## src/rtl/csa_pkg.sv

```systemverilog
// shared types and constants of the contiguous segment allocator
package csa_pkg;

  localparam int MAX_BLOCKS = 16;
  localparam int ADDR_BITS = 16;
  localparam int DATA_W = 16;
  localparam int IDX_W = $clog2(MAX_BLOCKS);
  localparam int CNT_W = $clog2(MAX_BLOCKS + 1);
  localparam int PADDR_W = 3;
  localparam logic [DATA_W-1:0] ADDR_MASK =
    (ADDR_BITS >= DATA_W) ? {DATA_W{1'b1}} : DATA_W'((64'd1 << ADDR_BITS) - 64'd1);
  localparam logic [CNT_W-1:0] CNT_MAX = CNT_W'(MAX_BLOCKS);

  typedef enum logic [1:0] {
    OP_ALLOC   = 2'd0,
    OP_FREE    = 2'd1,
    OP_COMPACT = 2'd2,
    OP_NOP     = 2'd3
  } op_t;

  typedef enum logic [2:0] {
    ST_OK       = 3'd0,
    ST_NO_MEM   = 3'd1,
    ST_DUP_ID   = 3'd2,
    ST_NO_HOLE  = 3'd3,
    ST_NOT_FOUND = 3'd4,
    ST_FULL     = 3'd5
  } status_t;

  typedef enum logic [0:0] {
    REG_MEMORY_SIZE = 1'b0,
    REG_FIT_MODE    = 1'b1
  } reg_idx_t;

  typedef struct packed {
    op_t opcode;
    logic [DATA_W-1:0] block_id;
    logic [DATA_W-1:0] block_size;
  } in_beat_t;

  typedef struct packed {
    status_t status;
    logic [DATA_W-1:0] start_address;
    logic [DATA_W-1:0] free_remaining;
  } out_beat_t;

  typedef struct packed {
    logic [DATA_W-1:0] id;
    logic [DATA_W-1:0] start;
    logic [DATA_W-1:0] size;
  } entry_t;

  typedef struct packed {
    logic en;
    reg_idx_t idx;
    logic [DATA_W-1:0] data;
  } cfg_wr_t;

  typedef enum logic [3:0] {
    DP_IDLE,
    DP_LOAD,
    DP_CHECK,
    DP_SCAN_RD,
    DP_SCAN_EV,
    DP_LAST,
    DP_PLACE,
    DP_ASH_RD,
    DP_ASH_WR,
    DP_INSERT,
    DP_FSH_RD,
    DP_FSH_WR,
    DP_OUT
  } dp_op_t;

  typedef struct packed {
    dp_op_t op;
  } dp_cmd_t;

  typedef struct packed {
    op_t op;
    logic too_big;
    logic idx_at_cnt;
    logic match;
    logic full;
    logic found;
    logic idx_at_best;
    logic fsh_last;
  } dp_stat_t;

endpackage

```

## src/rtl/csa_datapath.sv

```systemverilog
// segment table memory, scan arithmetic and result registers
module csa_datapath (
  input  logic               clk,
  input  logic               rst,
  input  csa_pkg::dp_cmd_t   cmd,
  output csa_pkg::dp_stat_t  stat,
  input  csa_pkg::in_beat_t  in_data,
  output csa_pkg::out_beat_t out_data,
  input  csa_pkg::cfg_wr_t   cfg,
  output logic [csa_pkg::DATA_W-1:0] memory_size,
  output logic               fit_mode
);

  csa_pkg::entry_t mem [csa_pkg::MAX_BLOCKS];
  csa_pkg::entry_t rdata;

  csa_pkg::op_t                  op;
  logic [csa_pkg::DATA_W-1:0]    id;
  logic [csa_pkg::DATA_W-1:0]    size;
  logic [csa_pkg::CNT_W-1:0]     idx;
  logic [csa_pkg::CNT_W-1:0]     cnt;
  logic [csa_pkg::DATA_W-1:0]    rem;
  logic [csa_pkg::DATA_W:0]      prev_end;
  logic [csa_pkg::DATA_W-1:0]    nxt_start;
  logic [csa_pkg::CNT_W-1:0]     best;
  logic [csa_pkg::DATA_W-1:0]    best_lo;
  logic [csa_pkg::DATA_W:0]      best_len;
  logic                          found;
  csa_pkg::status_t              res_status;
  logic [csa_pkg::DATA_W-1:0]    res_addr;

  logic [csa_pkg::DATA_W:0]      hole_hi;
  logic [csa_pkg::DATA_W:0]      hole_len;
  logic                          take;
  logic [csa_pkg::CNT_W-1:0]     idx_inc;
  logic [csa_pkg::CNT_W-1:0]     idx_dec;
  logic                          rd_en;
  logic [csa_pkg::IDX_W-1:0]     rd_idx;
  logic                          wr_en;
  logic [csa_pkg::IDX_W-1:0]     wr_idx;
  csa_pkg::entry_t               wr_data;

  assign idx_inc = idx + csa_pkg::CNT_W'(1);
  assign idx_dec = idx - csa_pkg::CNT_W'(1);

  // hole below the current entry, or above the last one up to memory_size
  always_comb begin
    hole_hi = (cmd.op == csa_pkg::DP_LAST) ? {1'b0, memory_size} : {1'b0, rdata.start};
    hole_len = (hole_hi >= prev_end) ? hole_hi - prev_end : '0;
    take = ({1'b0, size} <= hole_len) &&
           (!found || (fit_mode && hole_len <= best_len));
  end

  always_comb begin
    stat.op = op;
    stat.too_big = size > rem;
    stat.idx_at_cnt = idx == cnt;
    stat.match = rdata.id == id;
    stat.full = cnt == csa_pkg::CNT_MAX;
    stat.found = found;
    stat.idx_at_best = idx == best;
    stat.fsh_last = idx_inc >= cnt;
  end

  // memory port control
  always_comb begin
    rd_en = 1'b0;
    rd_idx = idx[csa_pkg::IDX_W-1:0];
    wr_en = 1'b0;
    wr_idx = idx[csa_pkg::IDX_W-1:0];
    wr_data = rdata;
    unique case (cmd.op)
      csa_pkg::DP_SCAN_RD: rd_en = !stat.idx_at_cnt;
      csa_pkg::DP_SCAN_EV: begin
        if (op == csa_pkg::OP_COMPACT) begin
          wr_en = 1'b1;
          wr_data = '{id: rdata.id, start: nxt_start, size: rdata.size};
        end
      end
      csa_pkg::DP_ASH_RD: begin
        rd_en = !stat.idx_at_best;
        rd_idx = idx_dec[csa_pkg::IDX_W-1:0];
      end
      csa_pkg::DP_ASH_WR: wr_en = 1'b1;
      csa_pkg::DP_INSERT: begin
        wr_en = 1'b1;
        wr_idx = best[csa_pkg::IDX_W-1:0];
        wr_data = '{id: id, start: best_lo & csa_pkg::ADDR_MASK, size: size};
      end
      csa_pkg::DP_FSH_RD: begin
        rd_en = !stat.fsh_last;
        rd_idx = idx_inc[csa_pkg::IDX_W-1:0];
      end
      csa_pkg::DP_FSH_WR: wr_en = 1'b1;
      default: ;
    endcase
  end

  always_ff @(posedge clk) begin
    if (wr_en) begin
      mem[wr_idx] <= wr_data;
    end
    if (rd_en) begin
      rdata <= mem[rd_idx];
    end
  end

  always_ff @(posedge clk) begin
    if (rst) begin
      memory_size <= '0;
      fit_mode <= 1'b0;
      cnt <= '0;
      rem <= '0;
    end else begin
      if (cfg.en) begin
        unique case (cfg.idx)
          csa_pkg::REG_MEMORY_SIZE: begin
            memory_size <= cfg.data & csa_pkg::ADDR_MASK;
            rem <= cfg.data & csa_pkg::ADDR_MASK;
            cnt <= '0;
          end
          csa_pkg::REG_FIT_MODE: fit_mode <= cfg.data[0];
        endcase
      end
      unique case (cmd.op)
        csa_pkg::DP_SCAN_EV: begin
          if (op == csa_pkg::OP_FREE && stat.match) begin
            rem <= (rem + rdata.size) & csa_pkg::ADDR_MASK;
          end
        end
        csa_pkg::DP_INSERT: begin
          cnt <= cnt + csa_pkg::CNT_W'(1);
          rem <= rem - size;
        end
        csa_pkg::DP_FSH_RD: begin
          if (stat.fsh_last) begin
            cnt <= idx;
          end
        end
        default: ;
      endcase
    end
  end

  always_ff @(posedge clk) begin
    unique case (cmd.op)
      csa_pkg::DP_LOAD: begin
        op <= in_data.opcode;
        id <= in_data.block_id;
        size <= in_data.block_size;
        idx <= '0;
        prev_end <= '0;
        nxt_start <= '0;
        found <= 1'b0;
        best <= '0;
        best_lo <= '0;
        best_len <= '0;
        res_status <= csa_pkg::ST_OK;
        res_addr <= '0;
      end
      csa_pkg::DP_CHECK: begin
        if (op == csa_pkg::OP_ALLOC && stat.too_big) begin
          res_status <= csa_pkg::ST_NO_MEM;
        end
      end
      csa_pkg::DP_SCAN_RD: begin
        if (stat.idx_at_cnt && op == csa_pkg::OP_FREE) begin
          res_status <= csa_pkg::ST_NOT_FOUND;
        end
      end
      csa_pkg::DP_SCAN_EV: begin
        unique case (op)
          csa_pkg::OP_ALLOC: begin
            if (stat.match) begin
              res_status <= csa_pkg::ST_DUP_ID;
            end
            if (take) begin
              found <= 1'b1;
              best <= idx;
              best_lo <= prev_end[csa_pkg::DATA_W-1:0];
              best_len <= hole_len;
            end
            prev_end <= {1'b0, rdata.start} + {1'b0, rdata.size};
            idx <= idx_inc;
          end
          csa_pkg::OP_FREE: begin
            if (!stat.match) begin
              idx <= idx_inc;
            end
          end
          csa_pkg::OP_COMPACT: begin
            nxt_start <= (nxt_start + rdata.size) & csa_pkg::ADDR_MASK;
            idx <= idx_inc;
          end
          default: ;
        endcase
      end
      csa_pkg::DP_LAST: begin
        if (stat.full) begin
          res_status <= csa_pkg::ST_FULL;
        end else if (take) begin
          found <= 1'b1;
          best <= idx;
          best_lo <= prev_end[csa_pkg::DATA_W-1:0];
          best_len <= hole_len;
        end
      end
      csa_pkg::DP_PLACE: begin
        if (!found) begin
          res_status <= csa_pkg::ST_NO_HOLE;
        end
        idx <= cnt;
      end
      csa_pkg::DP_ASH_WR: idx <= idx_dec;
      csa_pkg::DP_INSERT: res_addr <= best_lo & csa_pkg::ADDR_MASK;
      csa_pkg::DP_FSH_WR: idx <= idx_inc;
      csa_pkg::DP_OUT: begin
        out_data.status <= res_status;
        out_data.start_address <= res_addr;
        out_data.free_remaining <= rem;
      end
      default: ;
    endcase
  end

`ifndef SYNTH
  a_cnt_bound: assert property (@(posedge clk) disable iff (rst) cnt <= csa_pkg::CNT_MAX)
    else $error("entry count above table depth");
  a_rem_bound: assert property (@(posedge clk) disable iff (rst) rem <= memory_size)
    else $error("free space above memory size");
  a_insert_grows: assert property (@(posedge clk) disable iff (rst)
    (cmd.op == csa_pkg::DP_INSERT && !cfg.en) |=> cnt == $past(cnt) + csa_pkg::CNT_W'(1))
    else $error("insert did not add an entry");
  a_dup_no_insert: assert property (@(posedge clk) disable iff (rst)
    (cmd.op == csa_pkg::DP_INSERT) |-> (res_status == csa_pkg::ST_OK && found))
    else $error("insert after a failed check");
`endif

endmodule

```

## src/rtl/csa_ctrl.sv

```systemverilog
// command sequencer of the segment allocator
module csa_ctrl (
  input  logic              clk,
  input  logic              rst,
  input  logic              in_valid,
  output logic              in_ready,
  output logic              out_valid,
  input  logic              out_ready,
  output csa_pkg::dp_cmd_t  cmd,
  input  csa_pkg::dp_stat_t stat
);

  typedef enum logic [3:0] {
    S_IDLE,
    S_CHECK,
    S_SCAN_RD,
    S_SCAN_EV,
    S_LAST,
    S_PLACE,
    S_ASH_RD,
    S_ASH_WR,
    S_INSERT,
    S_FSH_RD,
    S_FSH_WR,
    S_FIN
  } state_t;

  state_t state;
  state_t state_next;
  logic   out_free;

  assign in_ready = state == S_IDLE;
  assign out_free = !out_valid || out_ready;

  always_comb begin
    cmd.op = csa_pkg::DP_IDLE;
    state_next = state;
    unique case (state)
      S_IDLE: begin
        if (in_valid) begin
          cmd.op = csa_pkg::DP_LOAD;
          state_next = S_CHECK;
        end
      end
      S_CHECK: begin
        cmd.op = csa_pkg::DP_CHECK;
        if (stat.op == csa_pkg::OP_NOP ||
            (stat.op == csa_pkg::OP_ALLOC && stat.too_big)) begin
          state_next = S_FIN;
        end else begin
          state_next = S_SCAN_RD;
        end
      end
      S_SCAN_RD: begin
        cmd.op = csa_pkg::DP_SCAN_RD;
        if (!stat.idx_at_cnt) begin
          state_next = S_SCAN_EV;
        end else if (stat.op == csa_pkg::OP_ALLOC) begin
          state_next = S_LAST;
        end else begin
          state_next = S_FIN;
        end
      end
      S_SCAN_EV: begin
        cmd.op = csa_pkg::DP_SCAN_EV;
        if (stat.match && stat.op == csa_pkg::OP_ALLOC) begin
          state_next = S_FIN;
        end else if (stat.match && stat.op == csa_pkg::OP_FREE) begin
          state_next = S_FSH_RD;
        end else begin
          state_next = S_SCAN_RD;
        end
      end
      S_LAST: begin
        cmd.op = csa_pkg::DP_LAST;
        state_next = stat.full ? S_FIN : S_PLACE;
      end
      S_PLACE: begin
        cmd.op = csa_pkg::DP_PLACE;
        state_next = stat.found ? S_ASH_RD : S_FIN;
      end
      S_ASH_RD: begin
        cmd.op = csa_pkg::DP_ASH_RD;
        state_next = stat.idx_at_best ? S_INSERT : S_ASH_WR;
      end
      S_ASH_WR: begin
        cmd.op = csa_pkg::DP_ASH_WR;
        state_next = S_ASH_RD;
      end
      S_INSERT: begin
        cmd.op = csa_pkg::DP_INSERT;
        state_next = S_FIN;
      end
      S_FSH_RD: begin
        cmd.op = csa_pkg::DP_FSH_RD;
        state_next = stat.fsh_last ? S_FIN : S_FSH_WR;
      end
      S_FSH_WR: begin
        cmd.op = csa_pkg::DP_FSH_WR;
        state_next = S_FSH_RD;
      end
      S_FIN: begin
        // wait until the output register is free
        if (out_free) begin
          cmd.op = csa_pkg::DP_OUT;
          state_next = S_IDLE;
        end
      end
      default: state_next = S_IDLE;
    endcase
  end

  always_ff @(posedge clk) begin
    if (rst) begin
      state <= S_IDLE;
      out_valid <= 1'b0;
    end else begin
      state <= state_next;
      if (state == S_FIN && out_free) begin
        out_valid <= 1'b1;
      end else if (out_ready) begin
        out_valid <= 1'b0;
      end
    end
  end

`ifndef SYNTH
  a_one_result: assert property (@(posedge clk) disable iff (rst)
    (in_valid && in_ready) |=> !(state == S_IDLE))
    else $error("command finished without a result");
  a_fin_loads: assert property (@(posedge clk) disable iff (rst)
    (state == S_FIN && out_free) |=> (out_valid && state == S_IDLE))
    else $error("result beat not presented");
  a_idle_no_cmd: assert property (@(posedge clk) disable iff (rst)
    (state == S_IDLE && !in_valid) |-> cmd.op == csa_pkg::DP_IDLE)
    else $error("datapath command while idle");
`endif

endmodule

```

## src/rtl/contiguous_segment_allocator.sv

```systemverilog
// top level of the contiguous segment allocator
//
//   channel  | handshake                     | beat
//   in       | in_valid / in_ready           | in_data (opcode, block_id, block_size)
//   out      | out_valid / out_ready         | out_data (status, start_address, free_remaining)
//   config   | psel, penable, pwrite, pready | paddr, pwdata, prdata
//
// one command at a time; allocate, free and compact loop over the single-port segment table with
// registered read, stepping through the entries that they scan and move
// the output register holds a result while the next command is taken
// rst clears the table count, memory_size, fit_mode and the free count
module contiguous_segment_allocator (
  input  logic                          clk,
  input  logic                          rst,
  input  logic                          in_valid,
  output logic                          in_ready,
  input  csa_pkg::in_beat_t             in_data,
  output logic                          out_valid,
  input  logic                          out_ready,
  output csa_pkg::out_beat_t            out_data,
  input  logic                          psel,
  input  logic                          penable,
  input  logic                          pwrite,
  input  logic [csa_pkg::PADDR_W-1:0]   paddr,
  input  logic [31:0]                   pwdata,
  output logic [31:0]                   prdata,
  output logic                          pready
);

  csa_pkg::dp_cmd_t  cmd;
  csa_pkg::dp_stat_t stat;
  csa_pkg::cfg_wr_t  cfg;
  csa_pkg::reg_idx_t reg_sel;
  logic [csa_pkg::DATA_W-1:0] memory_size;
  logic fit_mode;

  assign pready = 1'b1;
  assign reg_sel = csa_pkg::reg_idx_t'(paddr[2]);

  always_comb begin
    cfg.en = psel && penable && pwrite;
    cfg.idx = reg_sel;
    cfg.data = pwdata[csa_pkg::DATA_W-1:0];
  end

  always_comb begin
    unique case (reg_sel)
      csa_pkg::REG_MEMORY_SIZE: prdata = {{(32 - csa_pkg::DATA_W){1'b0}}, memory_size};
      csa_pkg::REG_FIT_MODE:    prdata = {31'd0, fit_mode};
    endcase
  end

  csa_ctrl u_ctrl (
    .clk       (clk),
    .rst       (rst),
    .in_valid  (in_valid),
    .in_ready  (in_ready),
    .out_valid (out_valid),
    .out_ready (out_ready),
    .cmd       (cmd),
    .stat      (stat)
  );

  csa_datapath u_datapath (
    .clk         (clk),
    .rst         (rst),
    .cmd         (cmd),
    .stat        (stat),
    .in_data     (in_data),
    .out_data    (out_data),
    .cfg         (cfg),
    .memory_size (memory_size),
    .fit_mode    (fit_mode)
  );

endmodule
```

## config.mk

```make
export PLATFORM = sky130hd
export DESIGN_NAME = contiguous_segment_allocator
export DESIGN_NICKNAME = d
export VERILOG_FILES = /design/src/rtl/csa_pkg.sv /design/src/rtl/csa_datapath.sv /design/src/rtl/csa_ctrl.sv /design/src/rtl/contiguous_segment_allocator.sv
export SDC_FILE = /design/constraint.sdc
export NUM_CORES = 2
export LEC_CHECK = 0
export BUFFER_PORTS_ARGS = -buffer_cell sky130_fd_sc_hd__buf_2
export CAP_MARGIN = 20
export CORE_MARGIN = 2
export CORE_UTILIZATION = 45
export CTS_CLUSTER_DIAMETER = 200
export DETAILED_ROUTE_END_ITERATION = 8
export PLACE_DENSITY = 0.69
export SLEW_MARGIN = 20
export SYNTH_ARGS = -nofsm -noshare
export SYNTH_HDL_FRONTEND = slang
export SYNTH_SLANG_ARGS = --single-unit
```

## constraint.sdc

```tcl
create_clock -name clk -period 13.4 [get_ports clk]
set_input_delay 0.67 -clock clk [delete_from_list [all_inputs] [get_ports clk]]
set_output_delay 0.67 -clock clk [all_outputs]
set_load 0.05 [all_outputs]
```

==> metrics.txt <==
Post-Syn Instances 2,837; die width approximately 320 µm; Final Slew Violations 0; Tcrit/Tclk final 52.2%; HP Class primary input to flip-flop; CP Max Fanout 73; Data arrival, critical path 7.39 ns; worst-path cell chain buf_4 -> nor2b_1 -> nand2_1 -> nand2_1 -> nand2_1 -> ha_1 -> a21o_1 -> o21bai_1 -> a31o_1 -> a21o_1 -> o41ai_4 -> nor2_1 -> ha_1 -> and3_1 -> o21ai_0 -> a311o_1 -> a211oi_1 -> inv_1 -> a31oi_4 -> buf_4 -> mux2i_1 -> nor2_1; Resized cells post-CTS 0; Core ar. 100,000 µm²; setup TNS 0 ns; Routed Antenna Nets 0; Final HPWL DP 61,900 µm; sequential share of power 40.6%; NetSw 3.97 mW; Iteration-0 DRC Markers 2,711; mux contribution to synthesized area 13.0%; Routed WL per cell 25.0 µm; Worst Skew 0.0414 ns; first-pass GRT wire length 161,000 µm; synthesized area per cell 16.0 µm²; crit end category flip-flop; asr flop ratio synth 0%; buffers added on ports 110; Yosys warning total 0; CP max stage delay 0.82 ns; cts hold-fix bufs 0; unique cell type count in the Yosys netlist 78; Setup-failing EPs final 0; largest family of logic cells by synthesized area multiplexers; vias per std cell 5.84; Synth Area in Adders 3.54%; Die ar. slightly above 100,000 µm²; number of flops mapped to enable cells by yosys between 900 and 1,000; Site Rows roughly 120; number of global-route vias before repair 24,517; pre-CTS WS 6.34 ns; Final WS setup 6.41 ns; register area share after synthesis ~67%; post-layout minimum cycle time 6.99 ns; CTS clk-pin slew, worst paths 0.07 ns; RSZ-0062 raised after global routing no; clock tree buffer depth 3; Remaining DRCs 0; Worst-Margin Slew 1.09 ns; clk sink count 1,024; root buffer cell clkbuf_16; antenna violations before repair 1; Netlist Area Pre-Place 45,300 µm²; number of I/O pins around 150; Max H-tree Level 3; grt total ovfl 0; layout cells sized above 1 between 10% and 20%; initial core utilization 45.3%; cell repeated most along the worst path nand2_1; share of the synthesized area in the top cell type about two thirds; Startpoint Class flip-flop; Num CTS Buffers 100; CP required about 14 ns; Max Clk Rate 143 MHz; CTS tree built; XOR/XNOR share of the synthesized area 1.81%; die span in y 321 µm; P per Cell Area 227 nW/µm²; #FFs+latches synth 1,024; largest cells by area after synthesis edfxtp_1, mux4_2, mux2i_1; gr usage total 21.1%; VDD IR max 0.000160 V; dominant cell type by area after synthesis edfxtp_1; largest net degree at the start of global routing between 100 and 150; Layout Nets around 3,200; post-CTS setup buffers 0; crit path max-delay cell type o41ai_4; total number of vias 25,486; drt first pass iters 5; Clk Latency, worst-skew pair 0.70 ns; kind of critical path flip-flop to flip-flop; leakage power figure 17.4 nW; Hold Vio Cnt, Final 0; Synth Area in Compound Gates 5.82%; Comb pwr share 36.1%; R2R setup slack 6.41 ns; gpl congestion 0.904; clock share of power 23.3%; status complete, no violations; Max Cap Viol 0; internal power 7.53 mW; Slew headroom 27.2%; Post-Synth Simple-Gate Area 6.20%; Post-synth top flop edfxtp_1; Sw Ratio 34.5%; Area growth syn-to-layout 11.6%; final wirelength 109,000 µm
## worst paths after layout
kind / from / end / depth (start not counted)
setup / recovery: u_ctrl.state[2]$_SDFFE_PP0P_ / u_datapath.best_len[11]$_SDFFCE_PN0P_ / 22
hold / removal: in_data[24] / u_datapath.id[8]$_DFFE_PP_ / 1
setup reg to reg: u_ctrl.state[2]$_SDFFE_PP0P_ / u_datapath.best_len[11]$_SDFFCE_PN0P_ / 22
hold reg to reg: u_datapath.res_addr[10]$_SDFFCE_PN0P_ / u_datapath.out_data[26]$_DFFE_PN_ / 0
## cell families after synthesis
kind of cell / count (synthesis)
DFF: 1024
and+or+nand+nor: 599
AOI/OAI and AO/OA: 399
muxes: 347
buffers and inverters: 249
adders and majority gates: 125
xor gates and xnor gates: 92
other: 2
## routing by layer
layer	vias to the layer above	global-route usage, %	part of all wire, %
met2	997	34.0	47
li1	11385	-	-
met4	2	5.80	2.7
met1	12938	29.7	42
met5	-	0	0.011
met3	164	3.71	7.7
## power by group through the flow
| stage | combinational, mW | sequential (mW) | clock [mW] |
|---|---|---|---|
| floorplan | 3.18 | 4.59 | 0 |
| global placement | 4.08 | 4.71 | 0 |
| detailed placement | 4.14 | 4.72 | 0 |
| CTS | 4.15 | 4.66 | 2.73 |
| global route | 4.55 | 4.69 | 2.85 |
| finish | 4.15 | 4.67 | 2.68 |
## stage by stage
stage	power, mW	hold slack, ns	cells	utilization, %	instance area, µm²
floorplan	7.78	0.400	2852	-	45400
global placement	8.79	0.402	4178	47.4	47400
detailed placement	8.86	0.405	4178	47.4	47400
CTS	11.5	0.118	4363	50.5	50500
global route	12.1	0.122	4365	50.6	50600
finish	11.5	0.160	4366	50.6	50600
## layout make-up
class                   instances  area [µm²]
flip-flops and latches       1024       30300
multi-input cells            1579       14000
repair buffers                176        1100
diodes                          1        2.50
clock inverters                51         428
inverters                     103         387
clock buffers                 134        2690
well taps                    1298        1620
fillers                      8177       49400
## synthesized netlist by cell type (18+ instances only)
master    instances
edfxtp_1        981
nand2_1         211
mux4_2          192
mux2i_1         154
nor2_1          132
ha_1            120
a21oi_1         109
inv_1           103
o21ai_0          77
nand3_1          63
xnor2_1          59
clkbuf_1         54
dfxtp_1          43
nor3_1           43
buf_2            37
nor2b_1          37
o31ai_1          37
xor2_1           31
and3_1           27
a211oi_1         24
buf_6            23
buf_4            21
nand4_1          20
a221o_1          18
a31oi_1          18
## layout by cell type (no fill, tap or decap), drive strengths merged, types with 41 or more instances in the layout
cell type  synthesis  routed
nor3              43      43
mux4             192     192
dfxtp             43      43
nand3             63      63
a21oi            109     109
clkbuf            54     134
inv              103     106
nor2             134     134
edfxtp           981     981
mux2i            154     154
o21ai             81      81
nand2            211     211
buf               92     176
xnor2             61      61
clkinv             0      41
ha               120     120
## state kept, by name (all words and copies together), names as in the netlist, 5 cells and up
signal,flops
u_datapath.mem,768
u_datapath.rdata,48
u_datapath.out_data,35
u_datapath.best_len,17
u_datapath.prev_end,17
u_datapath.best_lo,16
u_datapath.id,16
u_datapath.memory_size,16
u_datapath.nxt_start,16
u_datapath.rem,16
u_datapath.res_addr,16
u_datapath.size,16
u_datapath.best,5
u_datapath.cnt,5
u_datapath.idx,5
## critical path, delay by kind of cell, from the launching register on
kind	cells	cell delay [ns]
mux	1	0.26
simple gates	7	1.65
compound gates	9	2.64
flops	1	0.33
buf+inv	3	1.10
fa+ha+maj	2	0.72
Power figures use the tool's default switching activity.
